<file path="config.mk">
export PLATFORM = sky130hd
export DESIGN_NAME = hcbp_cmd_fifo
export DESIGN_NICKNAME = d
export VERILOG_FILES = /design/src/rtl/hcbp_pkg.sv /design/src/rtl/hcbp_cmd_fifo.sv
export SDC_FILE = /design/constraint.sdc
export NUM_CORES = 1
export LEC_CHECK = 0
export BUFFER_PORTS_ARGS = -buffer_cell sky130_fd_sc_hd__buf_4
export CAP_MARGIN = 20
export CORE_UTILIZATION = 61
export CTS_CLUSTER_DIAMETER = 150
export DETAILED_ROUTE_END_ITERATION = 6
export PLACE_DENSITY = 0.92
export SYNTH_ARGS = -nofsm -noshare
export SYNTH_HDL_FRONTEND = slang
export SYNTH_SLANG_ARGS = --single-unit
</file>
<file path="constraint.sdc">
create_clock -name clk -period 3.7 [get_ports clk]
set_clock_uncertainty 0.1 [all_clocks]
set_input_delay 0.185 -clock clk [delete_from_list [all_inputs] [get_ports clk]]
set_output_delay 0.185 -clock clk [all_outputs]
set_load 0.03 [all_outputs]
</file>
<file path="src/rtl/hcbp_pkg.sv">
`default_nettype none

package hcbp_pkg;

  localparam int SYM_W    = 8;
  localparam int CODE_W   = 32;
  localparam int LEN_W    = 6;
  localparam int KIND_W   = 2;
  localparam int STATUS_W = 2;
  localparam int BYTE_W   = 8;
  localparam int PAD_W    = 3;
  localparam int TOTAL_W  = 32;

  localparam int PEND_W  = 7;               // at most seven bits wait for a byte
  localparam int CNT_W   = 3;
  localparam int ACC_W   = PEND_W + CODE_W; // pending bits plus one full code
  localparam int NBITS_W = 6;               // bit count in the accumulator, up to ACC_W

  localparam int MAX_CODE_LEN_DEF   = 32;
  localparam int SYMBOL_COUNT_DEF   = 256;
  localparam int CMD_FIFO_DEPTH_DEF = 4;

  localparam logic [KIND_W-1:0] KIND_LOAD   = 2'd0;
  localparam logic [KIND_W-1:0] KIND_ENCODE = 2'd1;
  localparam logic [KIND_W-1:0] KIND_FLUSH  = 2'd2;

  localparam logic [STATUS_W-1:0] STATUS_DATA  = 2'd0;
  localparam logic [STATUS_W-1:0] STATUS_FLUSH = 2'd1;
  localparam logic [STATUS_W-1:0] STATUS_MISS  = 2'd2;

  typedef enum logic [1:0] {
    OP_ENCODE,
    OP_MISS,
    OP_FLUSH
  } cmd_op_t;

  typedef struct packed {
    logic [KIND_W-1:0] kind;
    logic [SYM_W-1:0]  symbol;
    logic [CODE_W-1:0] code_word;
    logic [LEN_W-1:0]  code_length;
  } in_item_t;

  typedef struct packed {
    logic [STATUS_W-1:0] status;
    logic [BYTE_W-1:0]   out_byte;
    logic                byte_valid;
    logic [PAD_W-1:0]    pad_bits;
    logic [TOTAL_W-1:0]  total_bytes;
    logic                last_of_run;
  } out_item_t;

  typedef struct packed {
    cmd_op_t           op;
    logic [CODE_W-1:0] code;
    logic [LEN_W-1:0]  len;
  } cmd_t;

endpackage

`default_nettype wire

</file>
<file path="src/rtl/hcbp_cmd_fifo.sv">
`default_nettype none

module hcbp_cmd_fifo #(
  parameter int DEPTH = hcbp_pkg::CMD_FIFO_DEPTH_DEF
) (
  input  wire logic            clk,
  input  wire logic            rst_n,
  input  wire logic            push,
  input  wire hcbp_pkg::cmd_t  wdata,
  output logic                 full,
  input  wire logic            pop,
  output hcbp_pkg::cmd_t       rdata,
  output logic                 empty
);

  localparam int PTR_W = (DEPTH > 1) ? $clog2(DEPTH) : 1;
  localparam int CNT_W = $clog2(DEPTH + 1);
  localparam logic [PTR_W-1:0] LAST_PTR = PTR_W'(DEPTH - 1);
  localparam logic [CNT_W-1:0] FULL_CNT = CNT_W'(DEPTH);

  hcbp_pkg::cmd_t   slots [DEPTH];
  logic [PTR_W-1:0] wptr_r, wptr_nxt;
  logic [PTR_W-1:0] rptr_r, rptr_nxt;
  logic [CNT_W-1:0] cnt_r, cnt_nxt;
  logic             do_push, do_pop;

  assign full    = (cnt_r == FULL_CNT);
  assign empty   = (cnt_r == '0);
  assign do_push = push && !full;
  assign do_pop  = pop && !empty;
  assign rdata   = slots[rptr_r];

  always_comb begin
    wptr_nxt = wptr_r;
    rptr_nxt = rptr_r;
    cnt_nxt  = cnt_r;
    if (do_push) begin
      wptr_nxt = (wptr_r == LAST_PTR) ? '0 : wptr_r + 1'b1;
    end
    if (do_pop) begin
      rptr_nxt = (rptr_r == LAST_PTR) ? '0 : rptr_r + 1'b1;
    end
    if (do_push && !do_pop) begin
      cnt_nxt = cnt_r + 1'b1;
    end else if (do_pop && !do_push) begin
      cnt_nxt = cnt_r - 1'b1;
    end
  end

  always_ff @(posedge clk) begin
    if (!rst_n) begin
      wptr_r <= '0;
      rptr_r <= '0;
      cnt_r  <= '0;
    end else begin
      wptr_r <= wptr_nxt;
      rptr_r <= rptr_nxt;
      cnt_r  <= cnt_nxt;
    end
  end

  always_ff @(posedge clk) begin
    if (do_push) begin
      slots[wptr_r] <= wdata;
    end
  end

endmodule

`default_nettype wire

</file>
[After elaboration in Yosys (flattened, before gate mapping)]
Memories as Yosys holds them, arrays and structs flattened. A register that Yosys moved wholly into a read port is not among the register bits.
Index checks and enable logic that the tools add are counted.
Widths: inputs -> output; s select.
Storage, ports and cells
  word-level logic and storage cells: 29
  memories kept: 1
  output and inout bits: 42
  register bits after elaboration: 7
  memory bits (writable): 160
  input bits: 44
Memory list
  slots: depth 4, width 40, read ports 1, clocked after memory_dff 1, write ports 1, line hcbp_cmd_fifo.sv:21  | hcbp_pkg::cmd_t slots [DEPTH];
Cells by class
  reductions and logical operators: 10
  multiplexer cells: 8
  equal/unequal tests: 3
  add/sub/neg operators: 4
Operators with widths (count)
  $mux 2: 4
  $mux 3: 2
  $add 2x1->2 const B: 2
  $eq 2x2->1 const B: 2
  $logic_and 1x1->1: 4
  $logic_not 1->1: 4
  $add 3x1->3 const B: 1
  $eq 3x3->1 const B: 1
  $logic_not 3->1: 1
  $sub 3x1->3 const B: 1
  $mux 1: 2
  $reduce_bool 2->1: 1

[Logic depth before layout (Yosys ltp)]
  depth in word-level cells: 7
  depth in mapped cells: 9
  depth with buffers taken out: 8

[Least setup slack after synthesis]
Ideal clock, no wire load.
  kind: reg-to-reg
  start: register cnt_r[0]
  end: memory slots[0][0] (netlist bit) (enable)
  period minus slack after synthesis: 2332 ps
  path slack: 1368 ps
  arrival time: 1831 ps
  stages on the path, launching flop included: 5
  setup time: 401 ps
  data required time: 3199 ps
  path buffers: 1
  path through: dfxtp_1 nor3b_2 nor2b_1 buf_2 and2_1
On the way
  word-level cells in the longest chain between the ends: 5
RTL lines
  start: declaration: line hcbp_cmd_fifo.sv:24  | logic [CNT_W-1:0] cnt_r, cnt_nxt;
  start signal: assignment: line hcbp_cmd_fifo.sv:58  | cnt_r <= cnt_nxt;
  $eq 3x3->1: line hcbp_cmd_fifo.sv:27  | assign full = (cnt_r == FULL_CNT);
  net full: line hcbp_cmd_fifo.sv:10  | output logic full,
  $logic_not 1->1: line hcbp_cmd_fifo.sv:29  | assign do_push = push && !full;
  $logic_and 1x1->1: line hcbp_cmd_fifo.sv:29
  net do_push: line hcbp_cmd_fifo.sv:25  | logic do_push, do_pop;
  $mux 1: line hcbp_cmd_fifo.sv:63  | if (do_push) begin
  $mux 1 (implied by the code): line hcbp_cmd_fifo.sv:64  | slots[wptr_r] <= wdata;
  end: declaration: line hcbp_cmd_fifo.sv:21
The timed path passes the listed nets, and every way through them passes these cells.

[Worst setup path in the final report]
  start: register cnt_r[0]
  end: register cnt_r[2]
On the way
  word-level cells in the longest chain between the ends: 6
  elaborated cells between the ends (all ways): 15
  those cells by class: add/sub: 2; eq/ne: 1; mux: 2; reduce/logical: 10
RTL lines
  branches (longest 6 deep; another with $sub 3x1->3)
Several ways; the timed one is not identified. The select of a mux whose other input is x is not followed.
A chain may end at the register's enable or synchronous reset.

==> metrics.md <==
| Metric | Value |
|---|---|
| Seq cells post-synth | `169` |
| Worst path required time | `4.04 ns` |
| Initial antenna violation count | `0` |
| Fmax | `389 MHz` |
| Leading area contributor after synthesis | `edfxtp_1` |
| Ranking of synthesized cells by area | `edfxtp_1 (76%), mux4_2 (14%), dfxtp_1 (2.9%)` |
| Vias in the first global route | `3186` |
| Total number of vias | `3130` |
| Grt ovf | `0` |
| Reg2Reg Depth | `8` |
| Yosys top cell area share | `76.3%` |
| Lkg Pwr | `2.72 nW` |
| IO Port Bufs | `85` |
| Total CTS buffers | `17` |
| First-pass GRT wire length | `18200 µm` |
| CP Data Arrival Time | `2.91 ns` |
| Placed instance area | `0.00699 mm²` |
| CP cell instances | `nor3b_2 -> nor2b_1 -> ha_1 -> inv_1 -> fa_1 -> xor2_1 -> or3_1 -> a21boi_0` |
| Synth Net Count | `311` |
| Fin area | `0.00794 mm²` |
| Final Critical Period | `2.57 ns` |
| VDD IR max | `0.000602 V` |
| Largest net degree at the start of global routing | `41` |
| Drt drc | `0` |
| Seq/Total Area, Yosys | `79.2%` |
| MaxCap Viol Count | `0` |
| Root buf cell | `clkbuf_8` |
| Avg Cell Area, Syn | `24.2 µm²` |
| Final wirelength | `12400 µm` |
| Post-DP HPWL | `6210 µm` |
| Number of I/O pins | `86` |
| Buf+Inv Stages, Crit Path | `1` |
| Gpl congestion | `0.721` |
| Vias per inst | `5.79` |
| Total track usage | `23.8%` |
| Crit path max-delay family | `simple AND/OR/NAND/NOR gates` |
| CTS tree | `yes` |
| R2R Setup Slk | `1.13 ns` |
| DR pass1 iterations | `5` |
| Cell count after synthesis | `260` |
| CP endpoint kind | `flip-flop` |
| Die Ht | `104 µm` |
| Crit. Startpoint | `cnt_r[0]$_SDFFE_PN0P_` |
| Hold Path Class | `in2reg` |
| Final hold violations | `0` |
| Die footprint | `0.0107 mm²` |
| Sum Neg Setup Slack | `0 ns` |
| Share of cells above drive strength 1 | `40.0%` |
| Crit-path max cell delay | `0.46 ns` |
| DRT iter0 DRCs | `226` |
| Most common cell after layout, fill and taps aside | `edfxtp_1` |
| Diode count | `0` |
| R2r endpoint | `cnt_r[2]$_SDFFE_PN0P_` |
| Netlist cell types | `24` |
| WS Path Type | `reg2reg` |
| Routed Antenna Nets | `0` |
| Core ar. | `0.00991 mm²` |
| Status | `complete, no violations` |
| Endpoints failing setup | `0` |
| Mapped Area | `0.00630 mm²` |
| Die width | `104 µm` |
| FILL cells | `487` |
| RSZ-0062 raised after global routing | `false` |
| Worst setup endpoint | `cnt_r[2]$_SDFFE_PN0P_` |
| Most frequent cells in the layout | `edfxtp_1 (160), buf_4 (85), dlygate4sd3_1 (41)` |
| Worst R2R Start | `cnt_r[0]$_SDFFE_PN0P_` |
| Layout area overhead | `26.1%` |
| Worst-path fanout max | `7` |
| H-tree depth | `4` |
| Worst path slowest cell | `nor2b_1` |
| Final clock period utilization by the worst path | `69.5%` |
| WP depth | `8` |
| Worst min-delay path startpoint | `pop` |
| Initial Util | `63.5%` |
| PwrDens | `704 mW/mm²` |
| CP Launch Type | `flip-flop` |
| Clk buf depth | `2` |
| Slew Limit Fails | `0` |
| Nets | `446` |
| Clk Latency, worst-skew pair | `0.51 ns` |
| CTS sink cnt | `169` |
| Relative slew slack | `29.8%` |
| Clock transition at path regs | `0.06 ns` |
| Worst Tran Pin Value | `1.05 ns` |
| Synth warn | `0` |
| Row count | `36` |
| Number of gates resized after cts | `0` |
| Routed len/inst | `22.8 µm` |
-- synth_stat cells --
library cell  count
buf_12            4
mux2i_1           3
nor2b_1           2
nand2_1           6
nor3_1            1
xor2_1            1
mux4_2           40
nand3_1           2
xnor2_1           1
dfxtp_1           9
buf_6             1
or3_1             1
nor2_1            2
inv_1             3
edfxtp_1        160
o21ai_0           3
o31ai_1           1
fa_1              1
buf_2             5
and2_1            5
ha_1              6
a21boi_0          1
clkbuf_1          1
nor3b_2           1
-- power breakdown --
group          switching (mW)  leakage [nW]  internal, mW
combinational           0.809         0.940         0.680
sequential              0.207          1.54          2.34
clock                   0.730         0.240         0.829
total                    1.75          2.72          3.85
-- repair_timing --
action                                 4_1_cts  5_1_grt
setup buffers                                0        0
endpoints found under the hold margin      169        0
hold buffers                                41        0
-- state kept, by name, indices dropped and copies added (netlist names), named ones only --
| register | flops |
|---|---|
| wptr_r | 2 |
| cnt_r | 3 |
| slots | 160 |
| rptr_r | 2 |
-- worst min-delay path by stage --
stage,to,slack (ns),cells past startpoint
after floorplan,slots[0][0]$_DFFE_PP_,0.18,0
after global placement,slots[2][36]$_DFFE_PP_,0.28,1
after detailed placement,slots[3][4]$_DFFE_PP_,0.29,1
after CTS,flip-flop,0.05,3
after global routing,wptr_r[1]$_SDFFE_PN0P_,0.08,3
final,flip-flop,0.08,3
-- through the flow --
stage          std cells  hold slack (ns)  total power [mW]  util [%]  setup WS (ns)
4_1_cts              540           0.0524              5.58      80.0           1.11
3_3_place_gp         467            0.285              3.97      70.6           1.37
5_1_grt              541           0.0797              5.78      80.2          0.986
2_1_floorplan        260            0.184              3.57         -           1.37
6_report             541           0.0835              5.59      80.2           1.13
3_5_place_dp         467            0.292              4.01      70.6           1.19
-- cell families (layout without fill, tap and decap cells) --
group	Yosys count	count (layout)	synth area share, %
AOI/OAI and AO/OA	5	5	0.477
muxes	43	43	14.8
adders and majority gates	7	7	1.51
buffers and inverters	14	162	2.09
xor gates and xnor gates	2	2	0.278
DFF	169	169	79.2
and+or+nand+nor	20	20	1.71
-- final cells by class --
cell class / instances / area, µm² / share of cell area, %
flip-flops and latches: 169 / 4990 / 62.8
multi-input cells: 77 / 1190 / 14.9
repair buffers: 127 / 1070 / 13.5
clock buffers: 19 / 422 / 5.31
well taps: 133 / 166 / 2.09
clock inverters: 13 / 100 / 1.26
inverters: 3 / 11.3 / 0.142
-- metal layers --
layer	up-vias	share of wire, %	wire length, µm	GRT usage, %
met1	1595	38	4740	29.8
li1	1356	-	-	-
met3	14	5.9	730	5.41
met2	165	55	6740	41.3
met4	0	1.2	146	8.28
met5	-	0	0	0
-- worst register-to-register path: cells and delay by family (launching register included) --
| kind | cells | cell delay, ns |
|---|---|---|
| AO/OA/AOI/OAI | 1 | 0.16 |
| XOR/XNOR | 1 | 0.18 |
| adder cells (fa/ha/maj) | 2 | 0.67 |
| buffers and inverters | 1 | 0.07 |
| flip-flops | 1 | 0.45 |
| AND/OR/NAND/NOR | 3 | 0.87 |
Note: power is estimated with default switching activity, not from simulation.
