--- config.mk ---
export PLATFORM = sky130hd
export DESIGN_NAME = hcbp_back
export DESIGN_NICKNAME = d
export VERILOG_FILES = /design/src/rtl/hcbp_pkg.sv /design/src/rtl/hcbp_back.sv
export SDC_FILE = /design/constraint.sdc
export NUM_CORES = 1
export LEC_CHECK = 0
export ABC_AREA = 1
export BUFFER_PORTS_ARGS = -buffer_cell sky130_fd_sc_hd__buf_4
export CAP_MARGIN = 10
export CORE_ASPECT_RATIO = 0.6
export CORE_MARGIN = 1.5
export CORE_UTILIZATION = 54
export CTS_CLUSTER_DIAMETER = 200
export DETAILED_ROUTE_END_ITERATION = 10
export PLACE_DENSITY_LB_ADDON = 0.1
export SLEW_MARGIN = 20
export SYNTH_ARGS = -nofsm -noshare
export SYNTH_HDL_FRONTEND = slang
export SYNTH_SLANG_ARGS = --single-unit
--- constraint.sdc ---
create_clock -name clk -period 6.2 [get_ports clk]
set_clock_uncertainty 0.05 [all_clocks]
set_input_delay 0.62 -clock clk [delete_from_list [all_inputs] [get_ports clk]]
set_output_delay 0.62 -clock clk [all_outputs]
set_load 0.01 [all_outputs]
--- src/rtl/hcbp_pkg.sv ---
`default_nettype none

package hcbp_pkg;

  localparam int SYM_W    = 8;
  localparam int CODE_W   = 32;
  localparam int LEN_W    = 6;
  localparam int KIND_W   = 2;
  localparam int STATUS_W = 2;
  localparam int BYTE_W   = 8;
  localparam int PAD_W    = 3;
  localparam int TOTAL_W  = 32;

  localparam int PEND_W  = 7;               // at most seven bits wait for a byte
  localparam int CNT_W   = 3;
  localparam int ACC_W   = PEND_W + CODE_W; // pending bits plus one full code
  localparam int NBITS_W = 6;               // bit count in the accumulator, up to ACC_W

  localparam int MAX_CODE_LEN_DEF   = 32;
  localparam int SYMBOL_COUNT_DEF   = 256;
  localparam int CMD_FIFO_DEPTH_DEF = 4;

  localparam logic [KIND_W-1:0] KIND_LOAD   = 2'd0;
  localparam logic [KIND_W-1:0] KIND_ENCODE = 2'd1;
  localparam logic [KIND_W-1:0] KIND_FLUSH  = 2'd2;

  localparam logic [STATUS_W-1:0] STATUS_DATA  = 2'd0;
  localparam logic [STATUS_W-1:0] STATUS_FLUSH = 2'd1;
  localparam logic [STATUS_W-1:0] STATUS_MISS  = 2'd2;

  typedef enum logic [1:0] {
    OP_ENCODE,
    OP_MISS,
    OP_FLUSH
  } cmd_op_t;

  typedef struct packed {
    logic [KIND_W-1:0] kind;
    logic [SYM_W-1:0]  symbol;
    logic [CODE_W-1:0] code_word;
    logic [LEN_W-1:0]  code_length;
  } in_item_t;

  typedef struct packed {
    logic [STATUS_W-1:0] status;
    logic [BYTE_W-1:0]   out_byte;
    logic                byte_valid;
    logic [PAD_W-1:0]    pad_bits;
    logic [TOTAL_W-1:0]  total_bytes;
    logic                last_of_run;
  } out_item_t;

  typedef struct packed {
    cmd_op_t           op;
    logic [CODE_W-1:0] code;
    logic [LEN_W-1:0]  len;
  } cmd_t;

endpackage

`default_nettype wire

--- src/rtl/hcbp_back.sv ---
`default_nettype none

module hcbp_back (
  input  wire logic            clk,
  input  wire logic            rst_n,
  input  wire hcbp_pkg::cmd_t  q_data,
  input  wire logic            q_empty,
  output logic                 q_pop,
  output logic                 out_valid,
  output hcbp_pkg::out_item_t  out_data,
  input  wire logic            pop
);

  localparam logic ST_IDLE = 1'b0;
  localparam logic ST_RUN  = 1'b1;

  localparam logic [hcbp_pkg::NBITS_W-1:0] BYTE_BITS = hcbp_pkg::NBITS_W'(8);
  localparam logic [hcbp_pkg::NBITS_W-1:0] TWO_BYTES = hcbp_pkg::NBITS_W'(16);

  logic                          state_r, state_nxt;
  logic [hcbp_pkg::ACC_W-1:0]    acc_r, acc_nxt;
  logic [hcbp_pkg::NBITS_W-1:0]  n_r, n_nxt;
  logic [hcbp_pkg::PEND_W-1:0]   pend_bits_r, pend_bits_nxt;
  logic [hcbp_pkg::CNT_W-1:0]    pend_cnt_r, pend_cnt_nxt;
  logic [hcbp_pkg::TOTAL_W-1:0]  byte_cnt_r, byte_cnt_nxt;
  logic                          out_valid_r, out_valid_nxt;
  hcbp_pkg::out_item_t           out_data_r, out_data_nxt;

  logic                          slot_free;
  logic [hcbp_pkg::NBITS_W-1:0]  n_less;
  logic [hcbp_pkg::CNT_W-1:0]    fin_cnt;
  logic [hcbp_pkg::BYTE_W-1:0]   flush_byte;
  logic [hcbp_pkg::PAD_W-1:0]    flush_pad;

  assign slot_free = !out_valid_r || pop;
  assign n_less    = n_r - BYTE_BITS;
  assign q_pop     = (state_r == ST_IDLE) && !q_empty && slot_free;

  // partial byte, left-justified; pending bits above the count are zero
  assign flush_byte = hcbp_pkg::BYTE_W'({1'b0, pend_bits_r} << (4'd8 - {1'b0, pend_cnt_r}));
  assign flush_pad  = hcbp_pkg::PAD_W'(4'd8 - {1'b0, pend_cnt_r});

  always_comb begin
    state_nxt     = state_r;
    acc_nxt       = acc_r;
    n_nxt         = n_r;
    pend_bits_nxt = pend_bits_r;
    pend_cnt_nxt  = pend_cnt_r;
    byte_cnt_nxt  = byte_cnt_r;
    out_valid_nxt = out_valid_r && !pop;
    out_data_nxt  = out_data_r;
    fin_cnt       = n_r[hcbp_pkg::CNT_W-1:0];

    unique case (state_r)
      ST_IDLE: begin
        if (q_pop) begin
          case (q_data.op)
            hcbp_pkg::OP_ENCODE: begin
              acc_nxt = (hcbp_pkg::ACC_W'(pend_bits_r) << q_data.len) |
                        hcbp_pkg::ACC_W'(q_data.code);
              n_nxt   = hcbp_pkg::NBITS_W'(pend_cnt_r) + hcbp_pkg::NBITS_W'(q_data.len);
              state_nxt = ST_RUN;
            end
            hcbp_pkg::OP_FLUSH: begin
              out_valid_nxt            = 1'b1;
              out_data_nxt             = '0;
              out_data_nxt.status      = hcbp_pkg::STATUS_FLUSH;
              out_data_nxt.last_of_run = 1'b1;
              out_data_nxt.total_bytes = byte_cnt_r;
              if (pend_cnt_r != '0) begin
                out_data_nxt.out_byte    = flush_byte;
                out_data_nxt.byte_valid  = 1'b1;
                out_data_nxt.pad_bits    = flush_pad;
                out_data_nxt.total_bytes = byte_cnt_r + 1'b1;
              end
              pend_bits_nxt = '0;
              pend_cnt_nxt  = '0;
              byte_cnt_nxt  = '0;
            end
            default: begin
              out_valid_nxt            = 1'b1;
              out_data_nxt             = '0;
              out_data_nxt.status      = hcbp_pkg::STATUS_MISS;
              out_data_nxt.last_of_run = 1'b1;
            end
          endcase
        end
      end
      ST_RUN: begin
        if (n_r < BYTE_BITS) begin
          // code left no full byte
          pend_bits_nxt = acc_r[hcbp_pkg::PEND_W-1:0] &
                          ~({hcbp_pkg::PEND_W{1'b1}} << fin_cnt);
          pend_cnt_nxt  = fin_cnt;
          state_nxt     = ST_IDLE;
        end else if (slot_free) begin
          out_valid_nxt            = 1'b1;
          out_data_nxt             = '0;
          out_data_nxt.status      = hcbp_pkg::STATUS_DATA;
          out_data_nxt.out_byte    = hcbp_pkg::BYTE_W'(acc_r >> n_less);
          out_data_nxt.byte_valid  = 1'b1;
          out_data_nxt.last_of_run = (n_r < TWO_BYTES);
          byte_cnt_nxt             = byte_cnt_r + 1'b1;
          n_nxt                    = n_less;
          if (n_r < TWO_BYTES) begin
            fin_cnt       = n_less[hcbp_pkg::CNT_W-1:0];
            pend_bits_nxt = acc_r[hcbp_pkg::PEND_W-1:0] &
                            ~({hcbp_pkg::PEND_W{1'b1}} << fin_cnt);
            pend_cnt_nxt  = fin_cnt;
            state_nxt     = ST_IDLE;
          end
        end
      end
      default: begin
        state_nxt = ST_IDLE;
      end
    endcase
  end

  always_ff @(posedge clk) begin
    if (!rst_n) begin
      state_r     <= ST_IDLE;
      pend_bits_r <= '0;
      pend_cnt_r  <= '0;
      byte_cnt_r  <= '0;
      out_valid_r <= 1'b0;
    end else begin
      state_r     <= state_nxt;
      pend_bits_r <= pend_bits_nxt;
      pend_cnt_r  <= pend_cnt_nxt;
      byte_cnt_r  <= byte_cnt_nxt;
      out_valid_r <= out_valid_nxt;
    end
  end

  always_ff @(posedge clk) begin
    acc_r      <= acc_nxt;
    n_r        <= n_nxt;
    out_data_r <= out_data_nxt;
  end

  assign out_valid = out_valid_r;
  assign out_data  = out_data_r;

endmodule

`default_nettype wire
# Word level (Yosys, flattened, before mapping)

Cells that the tools add are included.

Flip-flop bits (word level): 136
Bits of input ports: 44
Output and inout port bits: 49
Logic and storage cells: 92

$add $sub $neg: 4
Magnitude comparators: 2
Equal/unequal tests: 9
Shift operators: 5
Muxes and demuxes: 39
Bitwise logic cells: 6
Reductions and logical operators: 14

Operators by type and width:

| cell                  | number |
|---|---|
| $pmux 47 s2           | 2 |
| $mux 47               | 3 |
| $mux 32               | 4 |
| $pmux 32 s2           | 1 |
| $mux 44               | 1 |
| $or 39x32->39         | 1 |
| $shl 7x6->39          | 1 |
| $shr 39x6->8          | 1 |
| $mux 7                | 5 |
| $add 32x1->32 const B | 1 |
| $mux 6                | 4 |
| $reduce_and 4->1      | 4 |
| $mux 3                | 5 |
| $and 7x7->7           | 2 |
| $not 7->7             | 2 |
| $pmux 7 s2            | 1 |
| $shl 7x3->7 const A   | 2 |
| $pmux 6 s2            | 1 |
| $mux 1                | 9 |
| $shl 7x4->8           | 1 |
| $add 3x6->6           | 1 |
| $lt 6x4->1 const B    | 1 |
| $lt 6x5->1 const B    | 1 |
| $ne 2x1->1 const B    | 3 |
| 14 further kinds      | 22 |

# Depth between registers and ports, before layout

Depth after elaboration: 8
Gate-level depth with buffers: 12
Gate-level depth less buffers: 10

# Worst setup path after synthesis

Ideal clock, no wire load.

Path type: in2reg
Start: input port pop
End: register out_data_r, in the netlist out_data[0], enable pin
Library setup time: 467 ps
Data arrival time: 3201 ps
Data required time: 5683 ps
Slack: 2482 ps
Stages on the path: 4
Path buffers: 0
Cell sequence: inv_1 -> nand2_1 -> o21ai_0 -> a21oi_1

Longest elaborated chain between the ends: 4
Elaborated cells on any way between the ends: 5
Classes of those cells: eq/ne (2); reduce/logical (3)

Ends and longest elaborated chain:

| element                               | line             | RTL |
|---|---|---|
| from (decl)                           | hcbp_back.sv:11  | `input wire logic pop` |
| $logic_or 1x1->1 (*)                  | hcbp_back.sv:35  | `assign slot_free = !out_valid_r \|\| pop;` |
| $logic_and 1x1->1                     | hcbp_back.sv:37  | `assign q_pop = (state_r == ST_IDLE) && !q_empty && slot_free;` |
| $ne 2x2->1 (no source line)           | -                |  |
| $reduce_and 4->1 (no source line) (*) | -                |  |
| to (signal assigned)                  | hcbp_back.sv:139 | `out_data_r <= out_data_nxt;` |
| to (decl)                             | hcbp_back.sv:27  | `hcbp_pkg::out_item_t out_data_r, out_data_nxt;` |

Mark *: on every way between the ends. The rest lies on a longest branch, timed or not.
A chain may end at the register's enable or synchronous reset.

==> results.tsv <==
stage	metric	value	unit
worst_hold_path	hold_path.class	primary input to flip-flop	
pwr	powerDensity	236	nW/um^2
synth	yosys.cell_types.count	39	
die	die-area	17300	um^2
die	start_util	55.1	%
clocking	ctsResizeCount	0	
sta	slew_headroom	38.8	%
synth	synthTopCellsByArea	edfxtp_1 (31%), nand2_1 (17%), nand3_1 (12%), dfxtp_1 (9.9%), a21oi_1 (4.6%)	
detailed_routing	drc	0	
layout	nFillCells	1471	
worst_setup_path	ff2ff_setup_slack	3.13	ns
pwr	p_sw_share	26.5	%
job	maxCapViolCount	0	
synth	syn_area	8910	um^2
die	die-height	102	um
detailed_routing	drt-initial-drc-count	1310	
sta	clock.fmax	326	MHz
grt	grt_pass1_wl	42700	um
clocking	htreeDepth	4	
pwr	p_sw	0.642	mW
sta	min_period_over_period	49.5	%
clocking	root_buffer	clkbuf_16	
grt	grt_pass1_vias	7578	
detailed_routing	drtPass1Iterations	6	
detailed_routing	detail-route-antenna-nets	0	
synth	async_flop_share	0	%
clocking	clk_latency	0.43	ns
synth	synth_seq_area_share	40.9	%
clocking	clock-sinks	136	
place	gp_congestion	1.01	
worst_setup_path	crit_path_end_kind	flip-flop	
place	dpl.hpwl	20500	um
worst_setup_path	crit_path_max_fanout	50	
worst_setup_path	critPathLaunchType	flip-flop	
detailed_routing	routed_wl	27900	um
worst_setup_path	reg2reg_depth	11	
worst_hold_path	holdPathEnd	acc_r[15]$_DFFE_PP_	
pwr	power.share.clock	44.6	%
synth	ys.flop_type	edfxtp_1	
pwr	p_leak	4.22	nW
sta	worst_pin_slew	0.915	ns
pwr	peakVddDrop	0.159	mV
place	port_buffers	92	
layout	fin_nets	1386	
sta	timing.final.max_slew_violations	0	
clocking	post_cts_buffers	0	
clocking	cts_hold_buf	0	
synth	postSynthAreaPerCell	6.96	um^2
die	core	16200	um^2
sta	tns	0	ns
grt	antenna_found_initial	0	
detailed_routing	vias	9055	
sta	setup_viol	0	
clocking	cts_max_path_buffers	2	
run_status	status	completed	
sta	hold_viol_final	0	
synth	syn-num-nets	1331	
clocking	cts_buffers	17	
synth	ys_seq_elements	136	
pwr	seqPwrFrac	42.8	%
worst_setup_path	cp.required	6.45	ns
synth	yosysWarningCount	0	
sta	rsz0062_at_grt	false	
worst_hold_path	hold_path.startpoint	q_data[21]	
worst_setup_path	r2r_start	pend_cnt_r[0]$_SDFFE_PN0P_	
pwr	comb_power_share	12.7	%
detailed_routing	via_per_inst	5.82	
layout	diodes	0	
detailed_routing	wire_per_inst	17.9	um
clocking	cts_tree	built	
die	chipWidth	169	um
pwr	internal-power	1.78	mW
clocking	clk_transition_reported_paths	0.06	ns
die	rows	36	
synth	yosys.area.top_type	edfxtp_1	
grt	groute.usage.overall	32.8	%
grt	globalRouteOverflowTotal	0	
synth	synth.top_cell.area_share	31.0	%
worst_setup_path	r2r_end	out_data[39]$_DFFE_PP_	
sta	post-route-min-period	3.07	ns
layout	drive_above_1_share	12.6	%
pwr	p_total	2.42	mW
worst_setup_path	worstPathArrival	3.32	ns
worst_setup_path	worst-setup-path-type	flip-flop to flip-flop	
grt	grt_max_degree	51	
synth	syn_inst	1279	
die	ios	93	
layout	syn_to_final_growth	15.3	%
synth	synth_edf_count	92	
worst_hold_path	hold_path_depth	2	
==> worst max path at each step <==
stage                                           from                   endpoint  slack, ns  cells past startpoint
after global routing      pend_cnt_r[0]$_SDFFE_PN0P_     out_data[39]$_DFFE_PP_       2.87                     11
after detailed placement  pend_cnt_r[0]$_SDFFE_PN0P_     out_data[39]$_DFFE_PP_       3.21                     11
after CTS                 pend_cnt_r[0]$_SDFFE_PN0P_     out_data[39]$_DFFE_PP_       3.18                     11
final                     pend_cnt_r[0]$_SDFFE_PN0P_     out_data[39]$_DFFE_PP_       3.13                     11
after global placement    pend_cnt_r[0]$_SDFFE_PN0P_     out_data[39]$_DFFE_PP_       3.34                     11
after floorplan                                  pop  out_data[0]$_SDFFCE_PN1P_       2.48                      4
==> synthesized netlist by cell type, drive strengths merged, types with 3 or more instances <==
cell type  instances
a21oi             82
nand2            419
edfxtp            92
nor2             121
nand3            209
clkbuf            28
ha                 7
o211ai             7
inv              102
dfxtp             44
a31o               4
xor2              15
a31oi              3
nor3               4
buf               37
o21ai             68
o21bai            23
o21a               3
==> power groups by stage <==
stage | logic, mW | registers, mW | clock network, mW
after global routing | 0.336 | 1.04 | 1.12
after global placement | 0.296 | 1.05 | 0
final | 0.307 | 1.04 | 1.08
after floorplan | 0.177 | 1.06 | 0
after CTS | 0.300 | 1.04 | 1.08
after detailed placement | 0.299 | 1.05 | 0
==> cell type report <==
| class | instances | area [um^2] | share of cell area (%) |
|---|---|---|---|
| sequential | 136 | 3640 | 35.5 |
| clock inverter | 12 | 163 | 1.58 |
| multi-input combinational | 974 | 4580 | 44.6 |
| tap | 209 | 262 | 2.55 |
| inverter | 104 | 393 | 3.83 |
| timing repair buffer | 101 | 771 | 7.51 |
| clock buffer | 20 | 458 | 4.46 |
==> worst max-delay path, cell delays in order (launching register included) <==
cell and delay [ns]:
dfxtp_1 0.62, inv_1 0.15, ha_1 0.21, ha_1 0.17, buf_4 0.28, inv_1 0.49, nand2_1 0.22, nor2_1 0.25
nand2_1 0.16, o21ai_0 0.20, inv_1 0.06, nand2_1 0.06
==> registers in the layout, summed over array words and instances (netlist names) <==
register / flops
acc_r: 39
byte_cnt_r: 32
n_r: 6
out_data: 47
out_valid: 1
pend_bits_r: 7
pend_cnt_r: 3
state_r: 1
==> stage by stage <==
stage                     cells  setup slack [ns]  hold WS, ns  util (%)  cell area (um^2)
after floorplan            1279              2.48        0.395         -              8910
after global placement     1523              3.34        0.404      59.5              9630
after detailed placement   1523              3.21        0.406      59.5              9630
after CTS                  1555              3.18        0.398      63.4             10200
after global routing       1556              2.87        0.395      63.5             10300
final                      1556              3.13        0.405      63.5             10300
==> cells in the final DEF (no fill, tap or decap), types with 7 or more instances in the layout <==
| master | count |
|---|---|
| a21oi_1 | 80 |
| buf_4 | 100 |
| clkbuf_16 | 18 |
| dfxtp_1 | 44 |
| edfxtp_1 | 92 |
| ha_1 | 7 |
| inv_1 | 94 |
| inv_2 | 7 |
| nand2_1 | 413 |
| nand3_1 | 208 |
| nor2_1 | 106 |
| nor2_2 | 7 |
| nor2_4 | 8 |
| o211ai_1 | 7 |
| o21ai_0 | 64 |
| o21bai_1 | 22 |
| xor2_1 | 15 |
==> layer usage <==
metal / up-vias / routed length [um] / global-route usage [%]
li1: 4353 / - / -
met1: 4089 / 13700 / 54.9
met2: 596 / 9890 / 38.2
met3: 17 / 4170 / 11.2
met4: 0 / 183 / 5.91
met5: - / 0 / 0
==> logic make-up (layout without fill, tap and decap cells) <==
| kind of cell | count (synthesis) | in the layout | synth area share (%) |
|---|---|---|---|
| AO/OA/AOI/OAI | 192 | 192 | 12.2 |
| XOR/XNOR | 17 | 17 | 1.67 |
| adder cells (fa/ha/maj) | 8 | 8 | 1.21 |
| buffers and inverters | 169 | 237 | 7.92 |
| flip-flops | 136 | 136 | 40.9 |
| AND/OR/NAND/NOR | 757 | 757 | 36.1 |
(Power assumes the default switching activity.)
